--- config.mk ---
export PLATFORM = sky130hd
export DESIGN_NAME = per_channel_contrast_stretch
export DESIGN_NICKNAME = d
export VERILOG_FILES = /design/src/pcs_pkg.sv /design/src/per_channel_contrast_stretch.sv /design/src/pcs_ctrl.sv /design/src/pcs_datapath.sv
export SDC_FILE = /design/constraint.sdc
export NUM_CORES = 1
export LEC_CHECK = 0
export BUFFER_PORTS_ARGS = -buffer_cell sky130_fd_sc_hd__clkbuf_2
export CORE_MARGIN = 2
export CORE_UTILIZATION = 36
export CTS_BUF_LIST = sky130_fd_sc_hd__clkbuf_4 sky130_fd_sc_hd__clkbuf_8
export DETAILED_ROUTE_END_ITERATION = 6
export HOLD_SLACK_MARGIN = 0.08
export SLEW_MARGIN = 20
export SYNTH_ARGS = -nofsm -noshare
export SYNTH_HDL_FRONTEND = slang
export SYNTH_SLANG_ARGS = --single-unit
--- constraint.sdc ---
create_clock -name clk -period 7.9 [get_ports clk]
set_clock_uncertainty 0.1 [all_clocks]
set_input_delay 0.395 -clock clk [delete_from_list [all_inputs] [get_ports clk]]
set_output_delay 0.395 -clock clk [all_outputs]
set_load 0.1 [all_outputs]
--- src/pcs_pkg.sv ---
// Shared types and constants for the per-channel contrast stretch block.
`timescale 1ns / 1ps
`default_nettype none

package pcs_pkg;

  localparam int unsigned NUM_CH    = 3;
  localparam int unsigned SAMPLE_W  = 8;
  localparam int unsigned COUNT_W   = 2;
  // One quotient bit per step; the quotient never exceeds eight bits.
  localparam int unsigned DIV_STEPS = 8;
  localparam int unsigned STEP_W    = $clog2(DIV_STEPS);

  localparam logic [COUNT_W-1:0]  CHAN_COUNT_RESET = 2'd3;
  localparam logic [SAMPLE_W-1:0] SAMPLE_MAX       = 8'd255;
  localparam logic [SAMPLE_W-1:0] SAMPLE_MIN       = 8'd0;

  localparam logic FUNC_MEASURE = 1'b0;
  localparam logic FUNC_MAP     = 1'b1;

  typedef struct packed {
    logic                func;
    logic                frame_start;
    logic [SAMPLE_W-1:0] chan0;
    logic [SAMPLE_W-1:0] chan1;
    logic [SAMPLE_W-1:0] chan2;
  } pixel_t;

  typedef struct packed {
    logic [SAMPLE_W-1:0] out0;
    logic [SAMPLE_W-1:0] out1;
    logic [SAMPLE_W-1:0] out2;
    logic                flat_range;
  } result_t;

  // Commands from the controller to the datapath.
  typedef struct packed {
    logic meas;     // update running min/max with the accepted pixel
    logic capture;  // hold the samples of an accepted map pixel
    logic prep;     // form dividend, divisor and lane selection
    logic step;     // one restoring division step in every lane
    logic emit;     // load the result register
  } pcs_cmd_t;

endpackage

`default_nettype wire

--- src/per_channel_contrast_stretch.sv ---
// Top level of the per-channel min-max contrast stretch block.
//
// Usage: pixels arrive on the pixel request channel (pixel_valid/pixel_ready,
// payload pixel). A measure pixel (func low) updates the running minimum and
// maximum of each active channel; frame_start first resets them to 255 and 0.
// A measure pixel is taken and gives no result.
// A map pixel (func high) gives one result on the result channel
// (result_valid/result_ready, payload result): each active channel rounded
// (x-min)*255/(max-min), saturated, or zero with flat_range raised when the
// channel's range is empty. An inactive channel passes its sample through.
// A map pixel passes through accept, operand setup, eight restoring
// division steps (one quotient bit per step, all three channels in parallel)
// and a load of the output register.
// The output register parts the two sides: while a result waits, measure
// pixels are still taken, and a map pixel runs up to its final load and waits
// there until the receiver takes the older result.
// The channel count is written on cfg_valid/cfg_data, always ready; the user
// must write it only while the block is idle; the block does not enforce it.
// Synchronous reset sets the count to three, every minimum to 255, every
// maximum to 0, and drops result_valid.
`timescale 1ns / 1ps
`default_nettype none

module per_channel_contrast_stretch (
  input  wire logic                          clk,
  input  wire logic                          rst,
  input  wire logic                          cfg_valid,
  output logic                               cfg_ready,
  input  wire logic [pcs_pkg::COUNT_W-1:0]   cfg_data,
  input  wire logic                          pixel_valid,
  output logic                               pixel_ready,
  input  wire pcs_pkg::pixel_t               pixel,
  output logic                               result_valid,
  input  wire logic                          result_ready,
  output pcs_pkg::result_t                   result
);

  pcs_pkg::pcs_cmd_t cmd;

  // The configuration register can always be written.
  assign cfg_ready = 1'b1;

  pcs_ctrl u_ctrl (
    .clk          (clk),
    .rst          (rst),
    .pixel_valid  (pixel_valid),
    .pixel_ready  (pixel_ready),
    .func         (pixel.func),
    .result_valid (result_valid),
    .result_ready (result_ready),
    .cmd          (cmd)
  );

  pcs_datapath u_datapath (
    .clk       (clk),
    .rst       (rst),
    .cfg_valid (cfg_valid),
    .cfg_data  (cfg_data),
    .pixel     (pixel),
    .cmd       (cmd),
    .result    (result)
  );

endmodule

`default_nettype wire

--- src/pcs_ctrl.sv ---
// Controller state machine for the contrast stretch block.
`timescale 1ns / 1ps
`default_nettype none

module pcs_ctrl (
  input  wire logic            clk,
  input  wire logic            rst,
  input  wire logic            pixel_valid,
  output logic                 pixel_ready,
  input  wire logic            func,
  output logic                 result_valid,
  input  wire logic            result_ready,
  output pcs_pkg::pcs_cmd_t    cmd
);

  typedef enum logic [1:0] {
    ST_IDLE,
    ST_PREP,
    ST_DIV,
    ST_EMIT
  } state_t;

  state_t                       state;
  logic [pcs_pkg::STEP_W-1:0]   step_count;
  logic                         out_free;

  assign pixel_ready = (state == ST_IDLE);
  assign out_free    = !result_valid || result_ready;

  always_comb begin
    cmd         = '0;
    cmd.meas    = (state == ST_IDLE) && pixel_valid && (func == pcs_pkg::FUNC_MEASURE);
    cmd.capture = (state == ST_IDLE) && pixel_valid && (func == pcs_pkg::FUNC_MAP);
    cmd.prep    = (state == ST_PREP);
    cmd.step    = (state == ST_DIV);
    cmd.emit    = (state == ST_EMIT) && out_free;
  end

  always_ff @(posedge clk) begin
    if (rst) begin
      state        <= ST_IDLE;
      step_count   <= '0;
      result_valid <= 1'b0;
    end else begin
      // A new load wins over the retirement of the older result at the same edge.
      if (cmd.emit) begin
        result_valid <= 1'b1;
      end else if (result_valid && result_ready) begin
        result_valid <= 1'b0;
      end
      case (state)
        ST_IDLE: begin
          if (cmd.capture) begin
            state <= ST_PREP;
          end
        end
        ST_PREP: begin
          step_count <= '0;
          state      <= ST_DIV;
        end
        ST_DIV: begin
          step_count <= step_count + 1'b1;
          if (step_count == pcs_pkg::STEP_W'(pcs_pkg::DIV_STEPS - 1)) begin
            state <= ST_EMIT;
          end
        end
        ST_EMIT: begin
          if (out_free) begin
            state <= ST_IDLE;
          end
        end
        default: begin
          state <= ST_IDLE;
        end
      endcase
    end
  end

endmodule

`default_nettype wire

--- src/pcs_datapath.sv ---
// Datapath: channel count, running min/max, three division lanes, result register.
`timescale 1ns / 1ps
`default_nettype none

module pcs_datapath (
  input  wire logic                          clk,
  input  wire logic                          rst,
  input  wire logic                          cfg_valid,
  input  wire logic [pcs_pkg::COUNT_W-1:0]   cfg_data,
  input  wire pcs_pkg::pixel_t               pixel,
  input  wire pcs_pkg::pcs_cmd_t             cmd,
  output pcs_pkg::result_t                   result
);

  localparam int unsigned W  = pcs_pkg::SAMPLE_W;
  localparam int unsigned NW = 2 * W + 1;  // dividend width
  localparam int unsigned DW = W + 1;      // divisor width

  typedef enum logic [1:0] {
    SEL_PASS,
    SEL_ZERO,
    SEL_FULL,
    SEL_QUOT
  } lane_sel_t;

  logic [pcs_pkg::COUNT_W-1:0] chan_count;
  logic [pcs_pkg::NUM_CH-1:0]  active;
  logic [W-1:0]                x_in   [pcs_pkg::NUM_CH];
  logic [W-1:0]                lane_out [pcs_pkg::NUM_CH];
  logic [pcs_pkg::NUM_CH-1:0]  lane_flat;

  always_ff @(posedge clk) begin
    if (rst) begin
      chan_count <= pcs_pkg::CHAN_COUNT_RESET;
    end else if (cfg_valid) begin
      chan_count <= cfg_data;
    end
  end

  // A count of zero behaves as one.
  assign active[0] = 1'b1;
  assign active[1] = (chan_count >= 2'd2);
  assign active[2] = (chan_count == 2'd3);

  assign x_in[0] = pixel.chan0;
  assign x_in[1] = pixel.chan1;
  assign x_in[2] = pixel.chan2;

  for (genvar c = 0; c < pcs_pkg::NUM_CH; c++) begin : g_lane
    logic [W-1:0]  lo;
    logic [W-1:0]  hi;
    logic [W-1:0]  base_lo;
    logic [W-1:0]  base_hi;
    logic [W-1:0]  x;
    logic [W-1:0]  rng;
    logic [NW-1:0] num;
    logic [DW-1:0] div;
    logic [DW-1:0] rem;
    logic [W-1:0]  dvd;
    logic [DW:0]   trial;
    logic          fits;
    lane_sel_t     sel;
    logic          flat;

    assign base_lo = pixel.frame_start ? pcs_pkg::SAMPLE_MAX : lo;
    assign base_hi = pixel.frame_start ? pcs_pkg::SAMPLE_MIN : hi;

    always_ff @(posedge clk) begin
      if (rst) begin
        lo <= pcs_pkg::SAMPLE_MAX;
        hi <= pcs_pkg::SAMPLE_MIN;
      end else if (cmd.meas) begin
        lo <= (active[c] && (x_in[c] < base_lo)) ? x_in[c] : base_lo;
        hi <= (active[c] && (x_in[c] > base_hi)) ? x_in[c] : base_hi;
      end
    end

    // Rounded quotient: (2*(x-lo)*255 + rng) / (2*rng).
    assign rng   = hi - lo;
    assign num   = NW'(x - lo) * NW'(2 * 255) + NW'(rng);
    assign trial = {rem, dvd[W-1]};
    assign fits  = (trial >= {1'b0, div});

    always_ff @(posedge clk) begin
      if (cmd.capture) begin
        x <= x_in[c];
      end
      if (cmd.prep) begin
        rem  <= num[NW-1:W];
        dvd  <= num[W-1:0];
        div  <= {rng, 1'b0};
        flat <= active[c] && (hi <= lo);
        if (!active[c]) begin
          sel <= SEL_PASS;
        end else if ((hi <= lo) || (x <= lo)) begin
          sel <= SEL_ZERO;
        end else if (x >= hi) begin
          sel <= SEL_FULL;
        end else begin
          sel <= SEL_QUOT;
        end
      end else if (cmd.step) begin
        rem <= fits ? DW'(trial - {1'b0, div}) : trial[DW-1:0];
        dvd <= {dvd[W-2:0], fits};
      end
    end

    always_comb begin
      case (sel)
        SEL_PASS: lane_out[c] = x;
        SEL_ZERO: lane_out[c] = pcs_pkg::SAMPLE_MIN;
        SEL_FULL: lane_out[c] = pcs_pkg::SAMPLE_MAX;
        SEL_QUOT: lane_out[c] = dvd;
        default:  lane_out[c] = pcs_pkg::SAMPLE_MIN;
      endcase
    end
    assign lane_flat[c] = flat;
  end

  always_ff @(posedge clk) begin
    if (cmd.emit) begin
      result.out0       <= lane_out[0];
      result.out1       <= lane_out[1];
      result.out2       <= lane_out[2];
      result.flat_range <= |lane_flat;
    end
  end

endmodule

`default_nettype wire

After elaboration in Yosys (flattened, before gate mapping)
Cells that the tools add are included.
Widths: inputs -> output; s select.

word-level totals
  logic and storage cells = 157
  output and inout port bits = 28
  input bits = 33
  register bits = 189

operators by class
  order comparisons = 19
  add/sub/neg operators = 13
  multiplexer cells = 42
  reduce and logical (&&, ||, !) cells = 26
  bitwise gates (word level) = 3
  equality and inequality tests = 17
  multipliers = 3

operators by type and width
  operator               number
  $mux 8                 18
  $pmux 8 s4             3
  $mux 9                 9
  $add 17x8->17          3
  $mul 17x8->16 const B  3
  $le 8x8->1             6
  $ge 10x9->1            3
  $sub 8x8->9            3
  $sub 9x9->9            3
  $ge 8x8->1             3
  $gt 8x8->1             3
  $lt 8x8->1             3
  $sub 8x8->8            3
  $eq 2x2->1 const B     9
  $logic_and 1x1->1      11
  $eq 2x1->1 const B     4
  $logic_not 2->1        4
  $pmux 2 s4             1
  $mux 1                 7
  $mux 2                 3
  $ne 2x1->1 const B     3
  $pmux 3 s2             1
  $logic_or 1x1->1       4
  $reduce_bool 2->1      2
  8 further kinds        11

Longest topological paths before layout
Gate-level depths: netlist of run 1.

  depth after elaboration = 5
  gate-level depth with buffers = 29

Cells and area by module
From an unflattened synthesis of run 1, not the netlist that was laid out.

second synthesis, totals
  cells, all modules = 2,071
  area, all modules = 19,075.8 um2

by module, submodules not included
  module                        instances  area an instance (um2)  cells an instance
  pcs_datapath                  1          18,702.9                2,029
  pcs_ctrl                      1          361.6                   40
  per_channel_contrast_stretch  1          11.3                    2

Worst setup path before layout of run 1
Ideal clock, no wire load.

  kind = register to register
  start point = reg u_datapath.g_lane[0].x[0]
  end point = reg u_datapath.g_lane[0].rem[8], data pin
  period minus slack after synthesis = 6.657 ns
  library setup time = 0.270 ns
  setup slack = 1.243 ns
  stages on the path, launching flop included = 29
  data required time = 7.530 ns
  path buffers = 2
  data arrival time = 6.286 ns
  cells stage by stage = edfxtp_1 > inv_1 > ha_1 > inv_1 > fa_1 > a21o_1 > a311o_1 > a21oi_1 > xnor2_1 > buf_2 > buf_1 > nand2b_1 > nand2_1 > ha_1 > fa_1 > fa_1 > inv_1 > fa_1 > inv_1 > ha_1 > a21oi_1 > nor2b_1 > a311oi_1 > xnor2_1 > nand3_1 > nor3_1 > nand3_1 > xnor3_1 > a21oi_1

on the way
  longest elaborated chain between the ends = 4

RTL lines
  element                 line                 text
  from (decl)             pcs_datapath.sv:54   logic [W-1:0] x;
  from (signal assigned)  pcs_datapath.sv:86   x <= x_in[c];
  $sub 8x8->9             pcs_datapath.sv:80   assign num = NW'(x - lo) * NW'(2 * 255) + NW'(rng);
  $mul 17x8->16           pcs_datapath.sv:80
  $add 17x8->17           pcs_datapath.sv:80
  $mux 9                  pcs_datapath.sv:88   if (cmd.prep) begin
  to (signal assigned)    pcs_datapath.sv:89   rem <= num[NW-1:W];
  to (signal assigned)    pcs_datapath.sv:103  rem <= fits ? DW'(trial - {1'b0, div}) : trial[DW-1:0];
  to (decl)               pcs_datapath.sv:58   logic [DW-1:0] rem;

Every way passes these cells.
A chain may end at the register's enable or synchronous reset.

Worst setup path after layout of run 1
  start point = reg u_datapath.g_lane[0].x[1]
  end point = reg u_datapath.g_lane[0].rem[8], data pin

The elaborated chain is that of the path after synthesis.

==> metrics.txt, run 1 <==
status finished clean; grt total ovfl 0; port bufs 59; worst skew pair latency 0.52 ns; GRT Util Overall 0.1700; vias in the first global route 14540; Post-Route WL 44.78 mm; Worst setup SP type flop; Yosys warnings 0; clock sinks 189; worst hold path type input pin to flop; I/O pin total 61; Area Overhead vs Synth 9.102%; Achievable Freq 140.8 MHz; Root Driver clkbuf_8; Slew Limit Fails 0; Pre-antenna DRT Iters 5; layout cells sized above 1 0.06340; CP Capture Type flop; DR WL/cell 15.71 µm; Max-cap violations 0; largest net degree at the start of global routing 86; #FFs+latches synth 189; commonest non-fill, non-tap cell in the layout inv_1; Core Rows 84; DRC 0; commonest non-fill, non-tap cells in the layout 335 x inv_1, 265 x ha_1, 184 x a21oi_1, 168 x nor2_1, 133 x edfxtp_1; Final setup viols 0; Slew HR 0.2714; RSZ-0062 raised after global routing false; critical path type flop to flop; mean post-synth cell area 9.151 µm²; Top FF cell, synth edfxtp_1; Slew @ Worst Pin 1.085 ns; sequential area share after synthesis 0.2689; Post-Synthesis Cells 2079; CTS max path bufs 2; Vias 14530; Synth Cell Area 19020 µm²; H-Tree Depth 4; Die Span Y 233.9 µm; Synth cell types 86; first-pass GRT wire length 74.47 mm; Final ANT Viol Nets 0; post-synthesis async set-or-reset flop share 0; Max FO, Critical Path 14; Via density 5.096; EDFF count, synth 133; CTS tree yes; Starting Density 0.3627; PostCTS Resize Cnt 0; core area 52450 µm²; initial antenna violation count 1; post-route minimum period 7.103 ns; post-synth net total 2466; filler cell count 5225; Hold Violations, Final 0; CTS clk-pin slew, worst paths 0.11 ns; nets@finish 2535; DIE WIDTH 233.9 µm; critical path data arrival time 7.23 ns; Tcrit/Tclk final 0.8991; TritonCTS buffer count 17; HPWL Detailed 35.93 mm; required time of the critical path 8.03 ns; RePlAce Congestion 0.8811; die area 54700 µm²; Fin Setup TNS 0 ns; drt initial violations 896
-- final timing paths --
path                                        from                               endpoint  slack (ns)  depth (start not counted)
max          u_datapath.g_lane[0].x[1]$_DFFE_PP_  u_datapath.g_lane[0].rem[8]$_DFFE_PP_        0.80                         24
min                                 result_ready       u_ctrl.result_valid$_SDFFE_PP0P_        0.11                          4
max reg2reg  u_datapath.g_lane[0].x[1]$_DFFE_PP_  u_datapath.g_lane[0].rem[8]$_DFFE_PP_        0.80                         24
min reg2reg    u_ctrl.step_count[2]$_SDFFE_PP0P_      u_ctrl.step_count[2]$_SDFFE_PP0P_        0.38                          2
-- logic make-up after synthesis --
group,share of synthesized area
other,0.0001971
AND/OR/NAND/NOR,0.1186
multiplexers,0.01953
buffers and inverters,0.07701
adder cells (fa/ha/maj),0.2687
XOR/XNOR,0.07708
AO/OA/AOI/OAI,0.1699
flip-flops,0.2689
-- through the flow --
stage	area, µm²	util	setup slack, ns	std cells	hold slack, ns
finish	20760	0.3958	0.7968	2851	0.1083
global route	20750	0.3957	0.3775	2849	0.09470
CTS	20750	0.3957	0.8172	2849	0.08054
detailed placement	20090	0.3831	0.8781	2789	0.3708
global placement	20090	0.3831	1.088	2789	0.3578
floorplan	19020	-	1.243	2079	0.3409
-- per-layer routing --
metal / share of wire / track usage
met1: 0.50 / 0.2419
met2: 0.44 / 0.2699
met3: 0.042 / 0.02481
met4: 0.019 / 0.04411
met5: 0.00025 / 0
-- cell type report --
| type | instances | area, µm² | share of cell area |
|---|---|---|---|
| Multi-Input combinational cell | 1505 | 12470 | 0.6008 |
| Sequential cell | 189 | 5115 | 0.2464 |
| Inverter | 338 | 1274 | 0.06137 |
| Tap cell | 688 | 860.8 | 0.04147 |
| Timing Repair Buffer | 97 | 650.6 | 0.03135 |
| Clock buffer | 17 | 234.0 | 0.01127 |
| Clock inverter | 15 | 147.6 | 0.007113 |
| Antenna cell | 2 | 5.005 | 0.0002411 |
-- registers in the layout, summed over array words and instances, names as in the netlist, 3 cells and up --
signal                  cells
u_ctrl.step_count           3
u_datapath.g_lane.div      24
u_datapath.g_lane.sel       6
u_datapath.g_lane.lo       24
u_datapath.g_lane.rem      27
u_datapath.g_lane.dvd      24
u_datapath.g_lane.x        24
u_datapath.g_lane.hi       24
u_datapath.result          25
u_datapath.g_lane.flat      3
-- synth_stat cells (4+ instances only) --
library cell    n  area (µm²)
a211oi_1        8       60.06
a21o_1         80       600.6
a21oi_1       184       920.9
a21oi_2         5       43.79
a22oi_1        26       195.2
a31oi_1         8       50.05
and2_1          4       25.02
and3_1          6       37.54
buf_1           4       15.01
clkbuf_1       37       138.9
dfxtp_1        56        1121
edfxtp_1      133        3994
fa_1           87        1742
ha_1          267        3341
inv_1         336        1261
mux2i_1        27       270.3
nand2_1        57       214.0
nand2b_1       56       350.3
nand3_1        22       110.1
nand3b_1       11       82.58
nand4_1        25       156.4
nor2_1        168       630.6
nor2b_1        38       237.7
nor3_1         28       140.1
o21a_1         19       142.6
o21ai_0        79       395.4
o21ai_1         7       35.03
o21bai_1       19       142.6
o221ai_1        5       43.79
o22a_1         12       105.1
o22ai_1         7       43.79
o31a_1          5       43.79
o31ai_1         5       37.54
or3_1           6       37.54
xnor2_1        93       814.5
xor2_1         65       569.3
-- timing repair --
item	CTS	global route
setup buffers	0	0
hold buffers	28	0
hold endpoints to repair	37	0
-- worst max-delay path, cell delays in order, from the launching register on --
cell	delay, ns
edfxtp_1	0.48
ha_1	0.34
nor2b_1	0.15
o31a_1	0.27
o31a_1	0.29
o22a_1	0.27
xnor2_2	0.58
nand2b_1	0.21
nand2_1	0.07
ha_1	0.40
fa_1	0.54
fa_1	0.54
inv_1	0.05
fa_1	0.50
inv_1	0.04
ha_1	0.37
a21oi_1	0.23
nor2b_1	0.07
a311oi_1	0.37
xnor2_1	0.23
nand3_1	0.14
nor3_1	0.17
nand3_1	0.10
xnor3_1	0.23
a21oi_1	0.07
Power of run 1 is left out: the tool's default activity adds up to more than one toggle a clock period on the data nets, which glitch-free logic cannot reach.
==> inputs of run 2 (changes only) <==
Settings changed: RECOVER_POWER from default to 100.
==> metrics.txt, run 2 (same netlist as run 1, synthesis figures left out) <==
critical path data arrival time 7.22 ns (was 7.23 ns); Root Driver clkbuf_8 (unchanged); Core Rows 84 (unchanged); initial antenna violation count 1 (unchanged); HPWL Detailed 35.93 mm (unchanged); Max FO, Critical Path 14 (unchanged); H-Tree Depth 4 (unchanged); CTS clk-pin slew, worst paths 0.11 ns (about the same); grt total ovfl 0 (unchanged); Slew Limit Fails 273 (was 0); Slew @ Worst Pin 3.612 ns (was 1.085 ns); Area Overhead vs Synth 8.451% (was 9.102%); Max-cap violations 7 (was 0); DRC 0 (unchanged); hold path cells 4 (unchanged); DR WL/cell 15.73 µm (was 15.71 µm); Via density 5.113 (was 5.096); port bufs 59 (unchanged); Starting Density 0.3627 (unchanged); flop-to-flop setup slack 0.70 ns (was 0.80 ns); Tcrit/Tclk final 0.9114 (was 0.8991); critical path type flop to flop (unchanged); final core area utilization 0.3934 (was 0.3958); I/O pin total 61 (unchanged); largest register by flop count u_datapath.g_lane.rem (unchanged); violated checks max-capacitance violations, max-slew violations; commonest non-fill, non-tap cells in the layout 336 x inv_1, 267 x ha_1, 184 x a21oi_1, 168 x nor2_1, 133 x edfxtp_1 (was 335 x inv_1, 265 x ha_1, 184 x a21oi_1, 168 x nor2_1, 133 x edfxtp_1); RSZ-0062 raised after global routing false (unchanged); status finished, violations left (was finished clean); R2R depth 24 (unchanged); leading registers by flop count u_datapath.g_lane.rem: 27 flops, u_datapath.result: 25 flops (unchanged); Die Span Y 233.9 µm (unchanged); DIE WIDTH 233.9 µm (unchanged); max FFs per register 27 (unchanged); TritonCTS buffer count 17 (unchanged); required time of the critical path 7.92 ns (was 8.03 ns); Fin Setup TNS 0 ns (unchanged); commonest non-fill, non-tap cell in the layout inv_1 (unchanged); CTS max path bufs 2 (unchanged); worst skew pair latency 0.52 ns (about the same); Achievable Freq 138.9 MHz (was 140.8 MHz); largest net degree at the start of global routing 86 (unchanged); Final setup viols 0 (unchanged); filler cell count 5259 (was 5225); worst hold slack 0.1126 ns (was 0.1083 ns); Hold Violations, Final 0 (unchanged); CTS tree yes (unchanged); Pre-antenna DRT Iters 5 (unchanged); layout cells sized above 1 0.03424 (was 0.06340); nets@finish 2535 (unchanged); Worst setup SP type flop (unchanged); drt initial violations 885 (was 896); die area 54700 µm² (unchanged); PostCTS Resize Cnt 0 (unchanged); post-route minimum period 7.200 ns (was 7.103 ns); worst hold path type input pin to flop (unchanged); Slew HR -1.408 (was 0.2714); clock sinks 189 (unchanged); Vias 14580 (was 14530); GRT Util Overall 0.1700 (unchanged); Final ANT Viol Nets 0 (unchanged); CP Capture Type flop (unchanged); first-pass GRT wire length 74.47 mm (unchanged); core area 52450 µm² (unchanged); Post-Route WL 44.84 mm (was 44.78 mm); vias in the first global route 14540 (unchanged); RePlAce Congestion 0.8811 (unchanged)
## run 2: cell types whose count changed in the layout (fill, tap and decap cells not counted), moves of 2 or more
cell,before,now
clkbuf_1,0,58
buf_4,10,5
o21ai_1,7,5
o21ai_0,79,81
ha_1,265,267
clkbuf_2,59,6
## run 2: path summary, 6_finish.rpt
path	start	end
min reg2reg	u_ctrl.step_count[2]$_SDFFE_PP0P_	u_ctrl.step_count[2]$_SDFFE_PP0P_
max	u_datapath.g_lane[0].x[1]$_DFFE_PP_	u_datapath.g_lane[0].rem[8]$_DFFE_PP_
max reg2reg	u_datapath.g_lane[0].x[1]$_DFFE_PP_	u_datapath.g_lane[0].rem[8]$_DFFE_PP_
min	result_ready	u_ctrl.result_valid$_SDFFE_PP0P_
## run 2: worst max-delay path, stage by stage (launching register included)
cell	delay [ns]
edfxtp_1	0.48
ha_1	0.34
nor2b_1	0.15
o31a_1	0.27
o31a_1	0.29
o22a_1	0.27
xnor2_2	0.58
nand2b_1	0.21
nand2_1	0.07
ha_1	0.40
fa_1	0.54
fa_1	0.54
inv_1	0.05
fa_1	0.50
inv_1	0.04
ha_1	0.37
a21oi_1	0.23
nor2b_1	0.07
a311oi_1	0.36
xnor2_1	0.23
nand3_1	0.14
nor3_1	0.17
nand3_1	0.10
xnor3_1	0.23
a21oi_1	0.07
## run 2: area by class of cell
class                      instances  area [µm²]  area share
multi-input combinational       1505       12430      0.6025
inverter                         338        1274     0.06173
clock buffer                      17       234.0     0.01134
tap                              688       860.8     0.04172
antenna                            2       5.005   0.0002426
clock inverter                    15       147.6    0.007156
sequential                       189        5115      0.2479
timing repair buffer              97       565.5     0.02741
## run 2: per-layer routing
metal / up-vias / wire length [µm] / track usage / share of wire
met5: - / 11 / 0 / 0.00025
met4: 2 / 869 / 0.04411 / 0.019
met3: 56 / 1942 / 0.02481 / 0.043
met2: 274 / 19650 / 0.2699 / 0.44
met1: 6922 / 22370 / 0.2419 / 0.50
li1: 7324 / - / - / -
## run 2: repair_timing
item                       CTS  global route
setup buffers                0             0
hold endpoints to repair    37             0
hold buffers                28             0
setup endpoints to repair    0             0
## run 2: per-stage QoR
step / instance area, µm² / instances / setup slack [ns]
after global placement: 20090 / 2789 / 1.088
after global routing: 20630 / 2849 / 0.2326
final: 20630 / 2851 / 0.6998
after floorplan: 19020 / 2079 / 1.243
after detailed placement: 20090 / 2789 / 0.8781
after CTS: 20750 / 2849 / 0.8172
Power of run 2 is left out for the same reason.
==> inputs of run 3 (changes only) <==
Settings changed: CTS_CLUSTER_DIAMETER from default to 200, RECOVER_POWER 100 to 50, TNS_END_PERCENT from default to 50.
==> metrics.txt, run 3 (same netlist as run 1, synthesis figures left out) <==
status finished, violations left (unchanged); violated checks max-capacitance violations, max-slew violations (unchanged); Post-Route WL 44.86 mm (was 44.84 mm); H-Tree Depth 4 (unchanged); Tcrit/Tclk final 0.8991 (was 0.9114); DIE WIDTH 233.9 µm (unchanged); Root Driver clkbuf_8 (unchanged); TritonCTS buffer count 17 (unchanged); CTS max path bufs 2 (unchanged); CTS tree yes (unchanged); Pre-antenna DRT Iters 6 (was 5); Max FO, Critical Path 14 (unchanged); Vias 14580 (about the same); grt total ovfl 0 (unchanged); Critical-path top delay cell xnor2_2 (unchanged); drt initial violations 892 (was 885); Top Usage Layer GRT met2 (unchanged); largest net degree at the start of global routing 86 (unchanged); commonest non-fill, non-tap cell in the layout inv_1 (unchanged); layout cells sized above 1 0.03748 (was 0.03424); critical path type flop to flop (unchanged); largest stage delay on the critical path 0.58 ns (about the same); RePlAce Congestion 0.8811 (unchanged); GRT Util Overall 0.1700 (unchanged); Slew @ Worst Pin 3.262 ns (was 3.612 ns); DR WL/cell 15.73 µm (about the same); Achievable Freq 140.8 MHz (was 138.9 MHz); Die Span Y 233.9 µm (unchanged); Slew Limit Fails 128 (was 273); die area 54700 µm² (unchanged); worst hold path type input pin to flop (unchanged); DRC 0 (unchanged); CP Capture Type flop (unchanged); largest register by flop count u_datapath.g_lane.rem (unchanged); critical path data arrival time 7.23 ns (was 7.22 ns); critical path cell sequence ha_1 -> nor2b_1 -> o31a_1 -> o31a_1 -> o22a_1 -> xnor2_2 -> nand2b_1 -> nand2_1 -> ha_1 -> fa_1 -> fa_1 -> inv_1 -> fa_1 -> inv_1 -> ha_1 -> a21oi_1 -> nor2b_1 -> a311oi_1 -> xnor2_1 -> nand3_1 -> nor3_1 -> nand3_1 -> xnor3_1 -> a21oi_1 (unchanged); vias in the first global route 14540 (unchanged); port bufs 59 (unchanged); GR Util met1 0.2419 (unchanged); M3 GR Usage 0.02481 (unchanged); Final setup viols 0 (unchanged); leading registers by flop count u_datapath.g_lane.rem: 27 flops, u_datapath.result: 25 flops (unchanged); Max-cap violations 3 (was 7); post-cts hold buffer count 28 (unchanged); core area 52450 µm² (unchanged); I/O pin total 61 (unchanged); post-route minimum period 7.103 ns (was 7.200 ns); Via density 5.115 (was 5.113); Worst setup SP type flop (unchanged); required time of the critical path 8.03 ns (was 7.92 ns); met2 Usage GRT 0.2699 (unchanged); first-pass GRT wire length 74.47 mm (unchanged); max FFs per register 27 (unchanged); Area Overhead vs Synth 8.648% (was 8.451%); Final ANT Viol Nets 0 (unchanged); nets@finish 2535 (unchanged); Worst Path Buf+Inv 2 (unchanged); Starting Density 0.3627 (unchanged); CTS clk-pin slew, worst paths 0.11 ns (about the same); clock sinks 189 (unchanged); worst skew pair latency 0.52 ns (about the same); Hold Violations, Final 0 (unchanged); filler cell count 5253 (was 5259); RSZ-0062 raised after global routing false (unchanged); HPWL Detailed 35.93 mm (unchanged); initial antenna violation count 1 (unchanged); commonest non-fill, non-tap cells in the layout 336 x inv_1, 267 x ha_1, 184 x a21oi_1, 168 x nor2_1, 133 x edfxtp_1 (unchanged); Core Rows 84 (unchanged); PostCTS Resize Cnt 0 (unchanged); Post-CTS Setup Inserts 0 (unchanged); Fin Setup TNS 0 ns (unchanged); Slew HR -1.175 (was -1.408); Crit path max-delay family adder cells (unchanged)
-- run 3: cell count changes in the layout (fill, tap and decap cells not counted), sizes merged --
cell and delta:
clkbuf -3, buf +3
-- run 3: worst paths after layout --
| kind | startpoint | slack (ns) | depth (start not counted) | to |
|---|---|---|---|---|
| hold reg to reg | u_ctrl.step_count[2]$_SDFFE_PP0P_ | 0.38 | 2 | u_ctrl.step_count[2]$_SDFFE_PP0P_ |
| setup / recovery | u_datapath.g_lane[0].x[1]$_DFFE_PP_ | 0.80 | 24 | u_datapath.g_lane[0].rem[8]$_DFFE_PP_ |
| hold / removal | result_ready | 0.11 | 4 | u_ctrl.result_valid$_SDFFE_PP0P_ |
| setup reg to reg | u_datapath.g_lane[0].x[1]$_DFFE_PP_ | 0.80 | 24 | u_datapath.g_lane[0].rem[8]$_DFFE_PP_ |
-- run 3: metrics by stage --
stage | hold slack (ns) | std cells | utilization | cell area, µm² | setup WS (ns)
global placement | 0.3578 | 2789 | 0.3831 | 20090 | 1.088
finish | 0.1148 | 2851 | 0.3941 | 20670 | 0.7972
detailed placement | 0.3708 | 2789 | 0.3831 | 20090 | 0.8781
CTS | 0.08054 | 2849 | 0.3957 | 20750 | 0.8172
floorplan | 0.3409 | 2079 | - | 19020 | 1.243
global route | 0.09470 | 2849 | 0.3940 | 20660 | 0.3777
-- run 3: cell type report --
type	count	area [µm²]	share of cell area
diodes	2	5.005	0.0002421
inverters	338	1274	0.06162
well taps	688	860.8	0.04165
clock inverters	15	147.6	0.007143
multi-input cells	1505	12450	0.6025
clock buffers	17	234.0	0.01132
flip-flops and latches	189	5115	0.2475
repair buffers	97	579.3	0.02803
-- run 3: tightest hold or removal path: stages --
cell	delay, ns
clkbuf_2	0.09
nor2b_1	0.07
nor2_1	0.09
nor2_1	0.04
-- run 3: layer usage --
metal,vias to the layer above,share of wire,wire [µm]
li1,7321,-,-
met5,-,0.00025,11
met4,2,0.020,894
met1,6900,0.50,22450
met3,61,0.044,1955
met2,298,0.44,19550
Power of run 3 is left out for the same reason.
